## config.mk

```make
export PLATFORM = sky130hd
export DESIGN_NAME = fcc_ctrl
export DESIGN_NICKNAME = d
export VERILOG_FILES = /design/src/design/fcc_pkg.sv /design/src/design/fcc_ctrl.sv
export SDC_FILE = /design/constraint.sdc
export NUM_CORES = 1
export LEC_CHECK = 0
export ABC_AREA = 0
export BUFFER_PORTS_ARGS = -buffer_cell sky130_fd_sc_hd__buf_2
export CORE_UTILIZATION = 40
export DETAILED_ROUTE_END_ITERATION = 12
export GPL_ROUTABILITY_DRIVEN = 0
export MAX_ROUTING_LAYER = met4
export PLACE_DENSITY = 0.7
export SYNTH_ARGS = -nofsm -noshare
export SYNTH_HDL_FRONTEND = slang
export SYNTH_SLANG_ARGS = --single-unit
```

## constraint.sdc

```tcl
create_clock -name clk -period 2.5 [get_ports clk]
set_input_delay 0.125 -clock clk [delete_from_list [all_inputs] [get_ports clk]]
set_output_delay 0.125 -clock clk [all_outputs]
set_load 0.03 [all_outputs]
```

## src/design/fcc_pkg.sv

```systemverilog
`timescale 1ns / 1ps

package fcc_pkg;

  // table geometry
  localparam int TABLE_ENTRIES = 4096;
  localparam int ADDR_W        = $clog2(TABLE_ENTRIES);
  localparam int LEN_W         = ADDR_W + 1;
  localparam int VAL_W         = 16;

  // link codes and fixed clusters
  localparam logic [VAL_W-1:0]  END_OF_CHAIN       = 16'hFFFF;
  localparam logic [VAL_W-1:0]  FREE_LINK          = '0;
  localparam logic [ADDR_W-1:0] ROOT_CLUSTER       = ADDR_W'(1);
  localparam logic [ADDR_W-1:0] NO_CLUSTER         = '0;
  localparam logic [LEN_W-1:0]  FIRST_DATA_CLUSTER = LEN_W'(2);

  // request modes
  typedef enum logic [1:0] {
    MODE_ALLOC  = 2'd0,
    MODE_REMOVE = 2'd1,
    MODE_WRITE  = 2'd2,
    MODE_READ   = 2'd3
  } mode_t;

  // datapath operations, one per cycle
  typedef enum logic [3:0] {
    DP_NOP,
    DP_CLEAR,
    DP_CAPTURE,
    DP_SCAN_RD,
    DP_SCAN_EV,
    DP_SCAN_WRAP,
    DP_SCAN_FAIL,
    DP_LINK,
    DP_MARK,
    DP_WALK_RD,
    DP_WALK_EV,
    DP_END_PREV,
    DP_PUT,
    DP_GET_RD,
    DP_GET_EV,
    DP_FINISH
  } dp_op_t;

  typedef struct packed {
    dp_op_t op;
  } dp_cmd_t;

  typedef struct packed {
    logic  clear_last;
    mode_t mode;
    logic  scan_in_range;
    logic  scan_wrapped;
    logic  scan_hit;
    logic  walk_live;
    logic  out_busy;
  } dp_stat_t;

endpackage

```

## src/design/fcc_ctrl.sv

```systemverilog
`timescale 1ns / 1ps

module fcc_ctrl import fcc_pkg::*; (
  input  logic     clk,
  input  logic     rst_n,
  input  logic     in_valid,
  output logic     in_ready,
  input  dp_stat_t stat,
  output dp_cmd_t  cmd
);

  typedef enum logic [3:0] {
    ST_CLEAR,
    ST_IDLE,
    ST_DISP,
    ST_SCAN,
    ST_SCAN_EV,
    ST_LINK,
    ST_MARK,
    ST_WALK,
    ST_WALK_EV,
    ST_END_PREV,
    ST_PUT,
    ST_GET,
    ST_GET_EV,
    ST_FIN
  } state_t;

  state_t state_r, state_nxt;
  logic   in_ready_r, in_ready_nxt;

  // next state and datapath command
  always_comb begin
    state_nxt = state_r;
    cmd.op    = DP_NOP;
    unique case (state_r)
      ST_CLEAR: begin
        cmd.op = DP_CLEAR;
        if (stat.clear_last) begin
          state_nxt = ST_IDLE;
        end
      end
      ST_IDLE: begin
        if (in_valid && in_ready_r) begin
          cmd.op    = DP_CAPTURE;
          state_nxt = ST_DISP;
        end
      end
      ST_DISP: begin
        unique case (stat.mode)
          MODE_ALLOC:  state_nxt = ST_SCAN;
          MODE_REMOVE: state_nxt = ST_WALK;
          MODE_WRITE:  state_nxt = ST_PUT;
          MODE_READ:   state_nxt = ST_GET;
          default:     state_nxt = ST_FIN;
        endcase
      end
      // free-entry search: check bound, then read and test one entry
      ST_SCAN: begin
        if (stat.scan_in_range) begin
          cmd.op    = DP_SCAN_RD;
          state_nxt = ST_SCAN_EV;
        end else if (!stat.scan_wrapped) begin
          cmd.op = DP_SCAN_WRAP;
        end else begin
          cmd.op    = DP_SCAN_FAIL;
          state_nxt = ST_FIN;
        end
      end
      ST_SCAN_EV: begin
        cmd.op    = DP_SCAN_EV;
        state_nxt = stat.scan_hit ? ST_LINK : ST_SCAN;
      end
      ST_LINK: begin
        cmd.op    = DP_LINK;
        state_nxt = ST_MARK;
      end
      ST_MARK: begin
        cmd.op    = DP_MARK;
        state_nxt = ST_FIN;
      end
      // chain walk: read link, free entry, follow
      ST_WALK: begin
        if (stat.walk_live) begin
          cmd.op    = DP_WALK_RD;
          state_nxt = ST_WALK_EV;
        end else begin
          state_nxt = ST_END_PREV;
        end
      end
      ST_WALK_EV: begin
        cmd.op    = DP_WALK_EV;
        state_nxt = ST_WALK;
      end
      ST_END_PREV: begin
        cmd.op    = DP_END_PREV;
        state_nxt = ST_FIN;
      end
      ST_PUT: begin
        cmd.op    = DP_PUT;
        state_nxt = ST_FIN;
      end
      ST_GET: begin
        cmd.op    = DP_GET_RD;
        state_nxt = ST_GET_EV;
      end
      ST_GET_EV: begin
        cmd.op    = DP_GET_EV;
        state_nxt = ST_FIN;
      end
      // hand the result to the output register once it is free
      ST_FIN: begin
        if (!stat.out_busy) begin
          cmd.op    = DP_FINISH;
          state_nxt = ST_IDLE;
        end
      end
      default: state_nxt = ST_CLEAR;
    endcase
  end

  assign in_ready_nxt = (state_nxt == ST_IDLE);

  // state and registered ready
  always_ff @(posedge clk) begin
    if (!rst_n) begin
      state_r    <= ST_CLEAR;
      in_ready_r <= 1'b0;
    end else begin
      state_r    <= state_nxt;
      in_ready_r <= in_ready_nxt;
    end
  end

  assign in_ready = in_ready_r;

endmodule

```

Word-level counts from Yosys, hierarchy flattened
Cells that the tools add are included.

Equality and inequality tests: 17. Reductions and logical operators: 4. Divide/modulo/power cells: 0. Shift-type cells: 0. Mux-type cells: 15. Multipliers: 0. Bitwise operators: 0. $lt $le $gt $ge: 0. Add/subtract/negate cells: 0.

Operator list (number): $pmux W4 S13 (1); $pmux W4 S11 (1); $mux W4 (7); $eq A4 B4 Y1 const B (6); $eq A4 B3 Y1 const B (4); $pmux W4 S4 (1); $eq A4 B1 Y1 const B (2); $eq A4 B2 Y1 const B (2); $mux W3 (2); $eq A2 B2 Y1 const B (2); $logic_not A4 Y1 (1); $mux W2 (2); $reduce_or A4 Y1 (1); $eq A2 B1 Y1 const B (1); $logic_not A2 Y1 (1); $logic_and A1 B1 Y1 (1); $mux W1 (1).

Output and inout bits: 5. Bits in latches: 0. Logic and storage cells: 38. Bits of input ports: 11. Register bits after elaboration: 5. Memories kept: 0. Memory bits (read-only): 0. Bits in writable memories: 0.

Depth between registers and ports, before layout
Gate-level depths: netlist of run 1.

Depth in word-level cells: 4. Gate-level depth with buffers: 6. Mapped depth without buffers: 5.

Least setup slack after synthesis of run 1
OpenSTA, ideal clock, no wires.

Kind: reg-to-output. Start point: register state_r[3]. End point: output port cmd[2] (netlist bit). Slack: 1.006 ns. Path buffers: 2. Cell stages (with the launch flop): 5. Arrival time: 1.369 ns. Required time: 2.375 ns. Path through: dfxtp_1 > clkbuf_1 > clkbuf_1 > a21oi_1 > o22ai_1.

RTL lines: from (decl) (RTL line fcc_ctrl.sv:29) `state_t state_r, state_nxt;`; from (signal assigned) (RTL line fcc_ctrl.sv:130) `state_r <= state_nxt;`; to (decl) (RTL line fcc_ctrl.sv:9) `output dp_cmd_t cmd`.

==> out/summary.txt, run 1 <==
run status -> finished, final reports clean
Clk Latency, worst-skew pair -> 240 ps
Setup-failing EPs final -> 0
Worst Setup Start Kind -> register
Vias -> 638
most common cell after layout, fill and taps aside -> buf_2
cts hold-fix bufs -> 0
Switching Fraction -> 0.452
Unique masters post-synth -> 31
Yosys top cell area share -> 0.186
Leakage -> 0.255 nW
Post-synth EDFFs -> 0
Final Core Density -> 0.538
Ports -> 16
vias in the first global route -> 566
die area -> 1500 um^2
H-tree levels -> 1
reg2reg setup slack -> 790 ps
core area -> 1170 um^2
layout cell share with drive strength beyond 1 -> 0.223
die height -> 38.7 um
hold endpoint -> state_r[3]
Synth Instances -> 81
hold path start -> stat[3]
Initial Util -> 0.460
Detailed Place HPWL -> 994 um
clock share of power -> 0.204
Yosys reg bits -> 5
Setup crit end kind -> primary output
combinational power share -> 0.480
most frequent cells in the layout -> buf_2, nand2_1, a21oi_1, nor2b_1, nor2_1
worst endpoint data arrival time -> 1790 ps
Final ANT Viol Nets -> 0
total power -> 0.452 mW
total gr overflow -> 0
maximum capacitance violations -> 0
fin crit period -> 1920 ps
Row Count -> 12
Clock Tree Buf Depth -> 2
Inserted Clock Buffers -> 3
RR Startpoint -> state_r[0]
HP Class -> in2reg
mean post-synth cell area -> 6.66 um^2
critical path required time -> 2380 ps
Die W -> 38.7 um
CP Launch Point -> state_r[1]
Hold Path Depth -> 3
Total Wirelength -> 1380 um
Mapped Area -> 539 um^2
CTS tree -> yes
Port Buffers -> 15
RSZ-0062 raised after global routing -> no
Post-Syn Nets -> 92
Clock transition at path regs -> 40 ps
fill count -> 117
ys async rst share -> 0
Syn-to-layout area delta -> 16.9%
initial antenna violation count -> 0
measured slew at the worst slew-check pin -> 663 ps
FF-to-FF End -> in_ready
Synth area leaders -> dfxtp_1, nor2b_1, nand2b_1, a21oi_1, nand2_1
drt drc -> 0
Final Cycle Share -> 0.766
largest net degree at the start of global routing -> 25
Pwr Density -> 716 nW/um^2
hold violation total from the final report -> 0
GRT Total Usage -> 0.225
Post-CTS Resized -> 0
worst r2r path cells -> 5
sequential element share of the synthesized area -> 0.186
Max transition margin -> 0.557
Ys Warns -> 0
sequential share of power -> 0.315
Ant. Diodes -> 0
Max IR drop VDD -> 0.433 mV
max frequency -> 522 MHz
NetSw -> 0.204 mW
cell taking the most area after synthesis -> dfxtp_1
Worst Path Max Fanout -> 17
TNS Setup -> 0 ps
number of DRC markers in iteration 0 -> 18
1st-pass router iterations -> 5
Top FF cell, synth -> dfxtp_1
postcts setup bufs -> 0
Nets -> 106
CTS Root Cell -> clkbuf_4
Num Clock Sinks -> 5
routed vias/inst -> 5.91
final slew viol count -> 0
first-pass GRT wire length -> 2330 um
internal power -> 0.247 mW
clk_skew -> 0.454 ps
DR WL/cell -> 12.8 um
crit path kind -> reg2out
## sequential cells by signal (all words and copies together) (netlist names)
signal,count
state_r,4
in_ready,1
## stage by stage
step | cells | setup WS [ps] | instance area, um^2 | hold slack (ps)
floorplan | 81 | 1010 | 539 | 275
global placement | 104 | 781 | 604 | 430
detailed placement | 104 | 823 | 604 | 435
CTS | 108 | 608 | 631 | 189
global route | 108 | 427 | 631 | 199
finish | 108 | 584 | 631 | 188
## worst max-delay path by stage
stage	depth (start not counted)	end	slack, ps
2_1_floorplan	4	cmd[2]	1010
3_3_place_gp	5	in_ready	780
3_5_place_dp	5	in_ready	820
4_1_cts	4	cmd[1]	610
5_1_grt	4	cmd[1]	430
6_report	4	cmd[1]	580
## layout make-up
cell class                 instances  area [um^2]  share of cell area
multi-input combinational         68          404               0.641
sequential                         5          100               0.159
timing repair buffer              15         75.1               0.119
clock buffer                       4         26.3              0.0417
tap                               14         17.5              0.0278
inverter                           2         7.51              0.0119
## cell families (layout without fill, tap and decap cells)
| logic type | after synthesis | after routing | share of synthesized area |
|---|---|---|---|
| AND/OR/NAND/NOR | 37 | 37 | 0.392 |
| AO/OA/AOI/OAI | 31 | 31 | 0.357 |
| buffers and inverters | 8 | 21 | 0.0650 |
| flip-flops | 5 | 5 | 0.186 |
## Yosys cell counts (2+ instances only)
| cell type | n |
|---|---|
| nand2_1 | 7 |
| a21oi_1 | 6 |
| nor2_1 | 6 |
| nor2b_1 | 6 |
| dfxtp_1 | 5 |
| nand2b_1 | 5 |
| o21ai_1 | 5 |
| a31oi_1 | 4 |
| buf_2 | 4 |
| o22ai_1 | 4 |
| nand3_1 | 3 |
| o21ai_0 | 3 |
| a22oi_1 | 2 |
| clkbuf_1 | 2 |
| inv_1 | 2 |
| nor3_1 | 2 |
## layer usage
layer	vias up	share of wire	track usage
met5	-	0	-
met4	0	0	0.0259
met3	0	0.037	0.0347
met2	18	0.48	0.354
met1	295	0.48	0.311
li1	325	-	-
## power groups by stage
stage	sequential [mW]	combinational [mW]	clock [mW]
global placement	0.143	0.216	0
CTS	0.141	0.217	0.0951
floorplan	0.121	0.188	0
global route	0.149	0.238	0.101
finish	0.142	0.217	0.0923
detailed placement	0.142	0.216	0
## worst max-delay path, stage by stage, from the launching register on
cell	delay [ps]
dfxtp_1	660
nor2b_1	430
nand2_1	90
o22ai_1	160
buf_2	210
Note: power is estimated with default switching activity, not from simulation.
==> inputs of run 2 (changes only) <==
--- a/config.mk
+++ b/config.mk
@@ -11,7 +11,7 @@
 export DETAILED_ROUTE_END_ITERATION = 12
 export GPL_ROUTABILITY_DRIVEN = 0
 export MAX_ROUTING_LAYER = met4
-export PLACE_DENSITY = 0.7
+export PLACE_DENSITY = 0.73
 export SYNTH_ARGS = -nofsm -noshare
 export SYNTH_HDL_FRONTEND = slang
 export SYNTH_SLANG_ARGS = --single-unit
==> constraint.sdc (replaced) <==
create_clock -name clk -period 1.6 [get_ports clk]
set_input_delay 0.08 -clock clk [delete_from_list [all_inputs] [get_ports clk]]
set_output_delay 0.08 -clock clk [all_outputs]
set_load 0.03 [all_outputs]
==> out/summary.txt, run 2 (synthesized netlist as in run 1, its figures left out) <==
combinational power share -> 0.551
hold violation total from the final report -> 0
crit path kind -> reg2out
TNS Setup -> 0 ps
DR WL/cell -> 12.2 um
run status -> finished, final reports clean
Final ANT Viol Nets -> 0
routed wl met3 -> 76 um
Hold Path Depth -> 3
Top Metal Used -> met3
routed vias/inst -> 5.94
RSZ-0062 raised after global routing -> no
HP Class -> in2reg
Total Wirelength -> 1390 um
Switching Fraction -> 0.435
Num Clock Sinks -> 5
fin crit period -> 1510 ps
Worst Setup Start Kind -> register
postcts setup bufs -> 0
RR Startpoint -> state_r[2]
total gr overflow -> 0
Port Buffers -> 15
Final Core Density -> 0.591
layout cell share with drive strength beyond 1 -> 0.320
Nets -> 112
Metal-1 WL -> 630 um
Clk Latency, worst-skew pair -> 240 ps
1st-pass router iterations -> 4
Worst Path Max Fanout -> 8
clock share of power -> 0.187
die height -> 38.7 um
most common cell after layout, fill and taps aside -> buf_2
drt drc -> 0
worst endpoint data arrival time -> 1430 ps
area of the multi-input gates -> 409 um^2
reg2reg setup slack -> 210 ps
number of DRC markers in iteration 0 -> 12
DP Worst Slack -> 138 ps
most flop-heavy register -> state_r
max frequency -> 662 MHz
FF-to-FF End -> in_ready
GRT Total Usage -> 0.206
Area after DPL -> 649 um^2
first-pass GRT wire length -> 2150 um
internal power -> 0.430 mW
WL met2 -> 682 um
Setup-failing EPs final -> 0
Initial Util -> 0.460
Setup crit end kind -> primary output
critical path required time -> 1520 ps
Die W -> 38.7 um
largest net degree at the start of global routing -> 13
Max transition margin -> 0.703
Vias -> 677
Row Count -> 12
H-tree levels -> 1
clk_skew -> 8.71 ps
final slew viol count -> 0
maximum capacitance violations -> 0
sequential share of power -> 0.262
Post-CTS Resized -> 3
CTS Root Cell -> clkbuf_4
setup ws final -> 88.4 ps
vias in the first global route -> 527
CTS tree -> yes
Detailed Place HPWL -> 1010 um
Max IR drop VDD -> 0.660 mV
Inserted Clock Buffers -> 3
core area -> 1170 um^2
measured slew at the worst slew-check pin -> 442 ps
hold endpoint -> state_r[3]
initial antenna violation count -> 0
flip-flop and latch area -> 109 um^2
Clock Tree Buf Depth -> 2
Ant. Diodes -> 0
most frequent cells in the layout -> buf_2, nand2_1, a21oi_1, nor2_1, buf_4
Final Cycle Share -> 0.945
Leakage -> 0.289 nW
NetSw -> 0.331 mW
cts hold-fix bufs -> 0
Clock transition at path regs -> 50 ps
Syn-to-layout area delta -> 28.3%
fill count -> 120
worst r2r path cells -> 5
die area -> 1500 um^2
hold path start -> stat[3]
Pwr Density -> 1100 nW/um^2
Ports -> 16
Largest register FFs -> 4
fin area -> 692 um^2
## run 2: cell count changes in the layout (fill, tap and decap cells not counted)
cell,delta
dfxtp_2,+1
clkbuf_4,+1
nor2b_1,-2
buf_2,-1
dfxtp_4,+2
nor2b_2,+2
buf_4,+6
dfxtp_1,-3
## run 2: how the worst max path moves through the flow
stage / from / to / cells past startpoint / slack, ps
global route: state_r[0] / cmd[1] / 5 / 7
CTS: state_r[2] / cmd[0] / 6 / 20
detailed placement: state_r[1] / state_r[1] / 5 / 140
floorplan: state_r[3] / cmd[2] / 4 / 150
global placement: state_r[1] / in_ready / 5 / 110
finish: state_r[2] / cmd[0] / 5 / 90
## run 2: layout make-up
type,instances,area share
clock buffers,4,0.0380
multi-input cells,68,0.591
well taps,14,0.0253
flip-flops and latches,5,0.157
repair buffers,21,0.177
inverters,2,0.0108
## run 2: per-layer routing
layer,track usage,vias up
met5,-,-
li1,-,340
met4,0,0
met2,0.325,24
met3,0.0520,0
met1,0.282,313
## run 2: per-stage QoR
stage / hold WS (ps) / instances / power [mW]
floorplan: 230 / 81 / 0.482
global placement: 378 / 110 / 0.600
detailed placement: 383 / 110 / 0.600
CTS: 137 / 114 / 0.752
global route: 145 / 114 / 0.812
finish: 146 / 114 / 0.761
## run 2: worst max-delay path: stages (launching register included)
cell	delay, ps
dfxtp_2	360
buf_4	170
nor3_1	250
a31oi_1	70
o21ai_1	120
buf_2	210
## run 2: power groups by stage
| stage | combinational, mW | sequential [mW] | clock, mW |
|---|---|---|---|
| floorplan | 0.294 | 0.189 | 0 |
| global placement | 0.407 | 0.193 | 0 |
| detailed placement | 0.405 | 0.195 | 0 |
| CTS | 0.410 | 0.194 | 0.149 |
| global route | 0.450 | 0.207 | 0.155 |
| finish | 0.419 | 0.199 | 0.143 |
==> inputs of run 3 (changes only) <==
--- a/config.mk
+++ b/config.mk
@@ -11,7 +11,7 @@
 export DETAILED_ROUTE_END_ITERATION = 12
 export GPL_ROUTABILITY_DRIVEN = 0
 export MAX_ROUTING_LAYER = met4
-export PLACE_DENSITY = 0.73
+export PLACE_DENSITY = 0.7
 export SYNTH_ARGS = -nofsm -noshare
 export SYNTH_HDL_FRONTEND = slang
 export SYNTH_SLANG_ARGS = --single-unit
==> constraint.sdc (replaced) <==
create_clock -name clk -period 1.7 [get_ports clk]
set_input_delay 0.085 -clock clk [delete_from_list [all_inputs] [get_ports clk]]
set_output_delay 0.085 -clock clk [all_outputs]
set_load 0.03 [all_outputs]
==> out/summary.txt, run 3 (synthesized netlist as in run 1, its figures left out) <==
fill count -> 114
Num Clock Sinks -> 5
Pwr Density -> 1050 nW/um^2
Clock transition at path regs -> 50 ps
H-tree levels -> 1
Leakage -> 0.290 nW
largest net degree at the start of global routing -> 12
Hold Path Depth -> 3
first-pass GRT wire length -> 2390 um
placed instance count -> 110
reg2reg setup slack -> 200 ps
GRT Total Usage -> 0.241
Clk Latency, worst-skew pair -> 250 ps
drt drc -> 0
final slew viol count -> 0
Ant. Diodes -> 0
DR WL/cell -> 13.1 um
most common cell after layout, fill and taps aside -> buf_2
number of DRC markers in iteration 0 -> 21
maximum capacitance violations -> 0
Final Core Density -> 0.584
Worst Setup Start Kind -> register
Max transition margin -> 0.716
worst r2r path cells -> 6
CTS tree -> yes
Setup crit end kind -> primary output
max frequency -> 649 MHz
Final Cycle Share -> 0.907
CTS Root Cell -> clkbuf_4
measured slew at the worst slew-check pin -> 422 ps
RSZ-0062 raised after global routing -> no
most frequent cells in the layout -> buf_2, nand2_1, a21oi_1, nor2_1, buf_4
cts hold-fix bufs -> 0
hold violation total from the final report -> 0
clk_skew -> 8.51 ps
total gr overflow -> 0
Syn-to-layout area delta -> 26.9%
Final ANT Viol Nets -> 0
Nets -> 112
routed vias/inst -> 5.85
die height -> 38.7 um
run status -> finished, final reports clean
Inserted Clock Buffers -> 3
Max IR drop VDD -> 0.595 mV
crit path kind -> reg2out
worst endpoint data arrival time -> 1460 ps
vias in the first global route -> 569
Setup-failing EPs final -> 0
initial antenna violation count -> 0
Ports -> 16
fin cells -> 114
die area -> 1500 um^2
TNS Setup -> 0 ps
core area -> 1170 um^2
1st-pass router iterations -> 4
Port Buffers -> 15
Worst Path Max Fanout -> 6
most flop-heavy register -> state_r
HP Class -> in2reg
Largest register FFs -> 4
Clock Tree Buf Depth -> 2
Detailed Place HPWL -> 1090 um
critical path required time -> 1620 ps
Row Count -> 12
fin crit period -> 1540 ps
Initial Util -> 0.460
Die W -> 38.7 um
layout cell share with drive strength beyond 1 -> 0.300
total power -> 0.716 mW
Total Wirelength -> 1490 um
Vias -> 667
-- run 3: cell count changes in the layout (fill, tap and decap cells not counted) --
cell / delta
dfxtp_1: +2
buf_2: +1
nor3_1: -1
clkbuf_4: -1
dfxtp_4: -2
nor2b_2: -1
nor3_2: +1
nor2b_1: +1
-- run 3: metrics by stage --
stage | hold WS (ps) | setup WS [ps] | instance area (um^2)
finish | 127 | 159 | 684
global route | 148 | 30.5 | 684
CTS | 127 | 3.85 | 676
detailed placement | 387 | 231 | 649
global placement | 385 | 265 | 649
floorplan | 235 | 246 | 539
-- run 3: cell type report --
class / instances / area [um^2] / share of cell area
Clock buffer: 4 / 26.3 / 0.0384
Inverter: 2 / 7.51 / 0.0110
Multi-Input combinational cell: 68 / 412 / 0.601
Sequential cell: 5 / 101 / 0.148
Tap cell: 14 / 17.5 / 0.0256
Timing Repair Buffer: 21 / 120 / 0.176
-- run 3: metal layers --
layer  share of wire  up-vias  GRT usage
met5               0        -          -
met4          0.0081        0     0.0948
met3           0.041        4     0.0751
met2            0.47       13      0.354
met1            0.48      310      0.307
li1                -      340          -
-- run 3: critical path: stages (launching register included) --
cell and delay, ps:
dfxtp_1 450, buf_4 190, o21ai_1 60, and2_0 140
o21ai_1 120, o21ai_1 70, buf_2 180
-- run 3: worst paths after layout --
path,end,start
worst max-delay path,cmd[0],state_r[2]
worst min-delay path,state_r[3],stat[3]
worst max register to register,in_ready,state_r[0]
worst min register to register,state_r[2],state_r[0]
-- run 3: power by group --
| group | internal [mW] | switching (mW) |
|---|---|---|
| Clock | 0.0890 | 0.0533 |
| Combinational | 0.164 | 0.230 |
| Sequential | 0.141 | 0.0383 |
-- run 3: what timing repair did --
item / 4_1_cts / 5_1_grt
endpoints found under the setup margin: 0 / 2
hold endpoints to repair: 0 / 0
resized for setup: 0 / 3
buffers inserted: 0 / 0
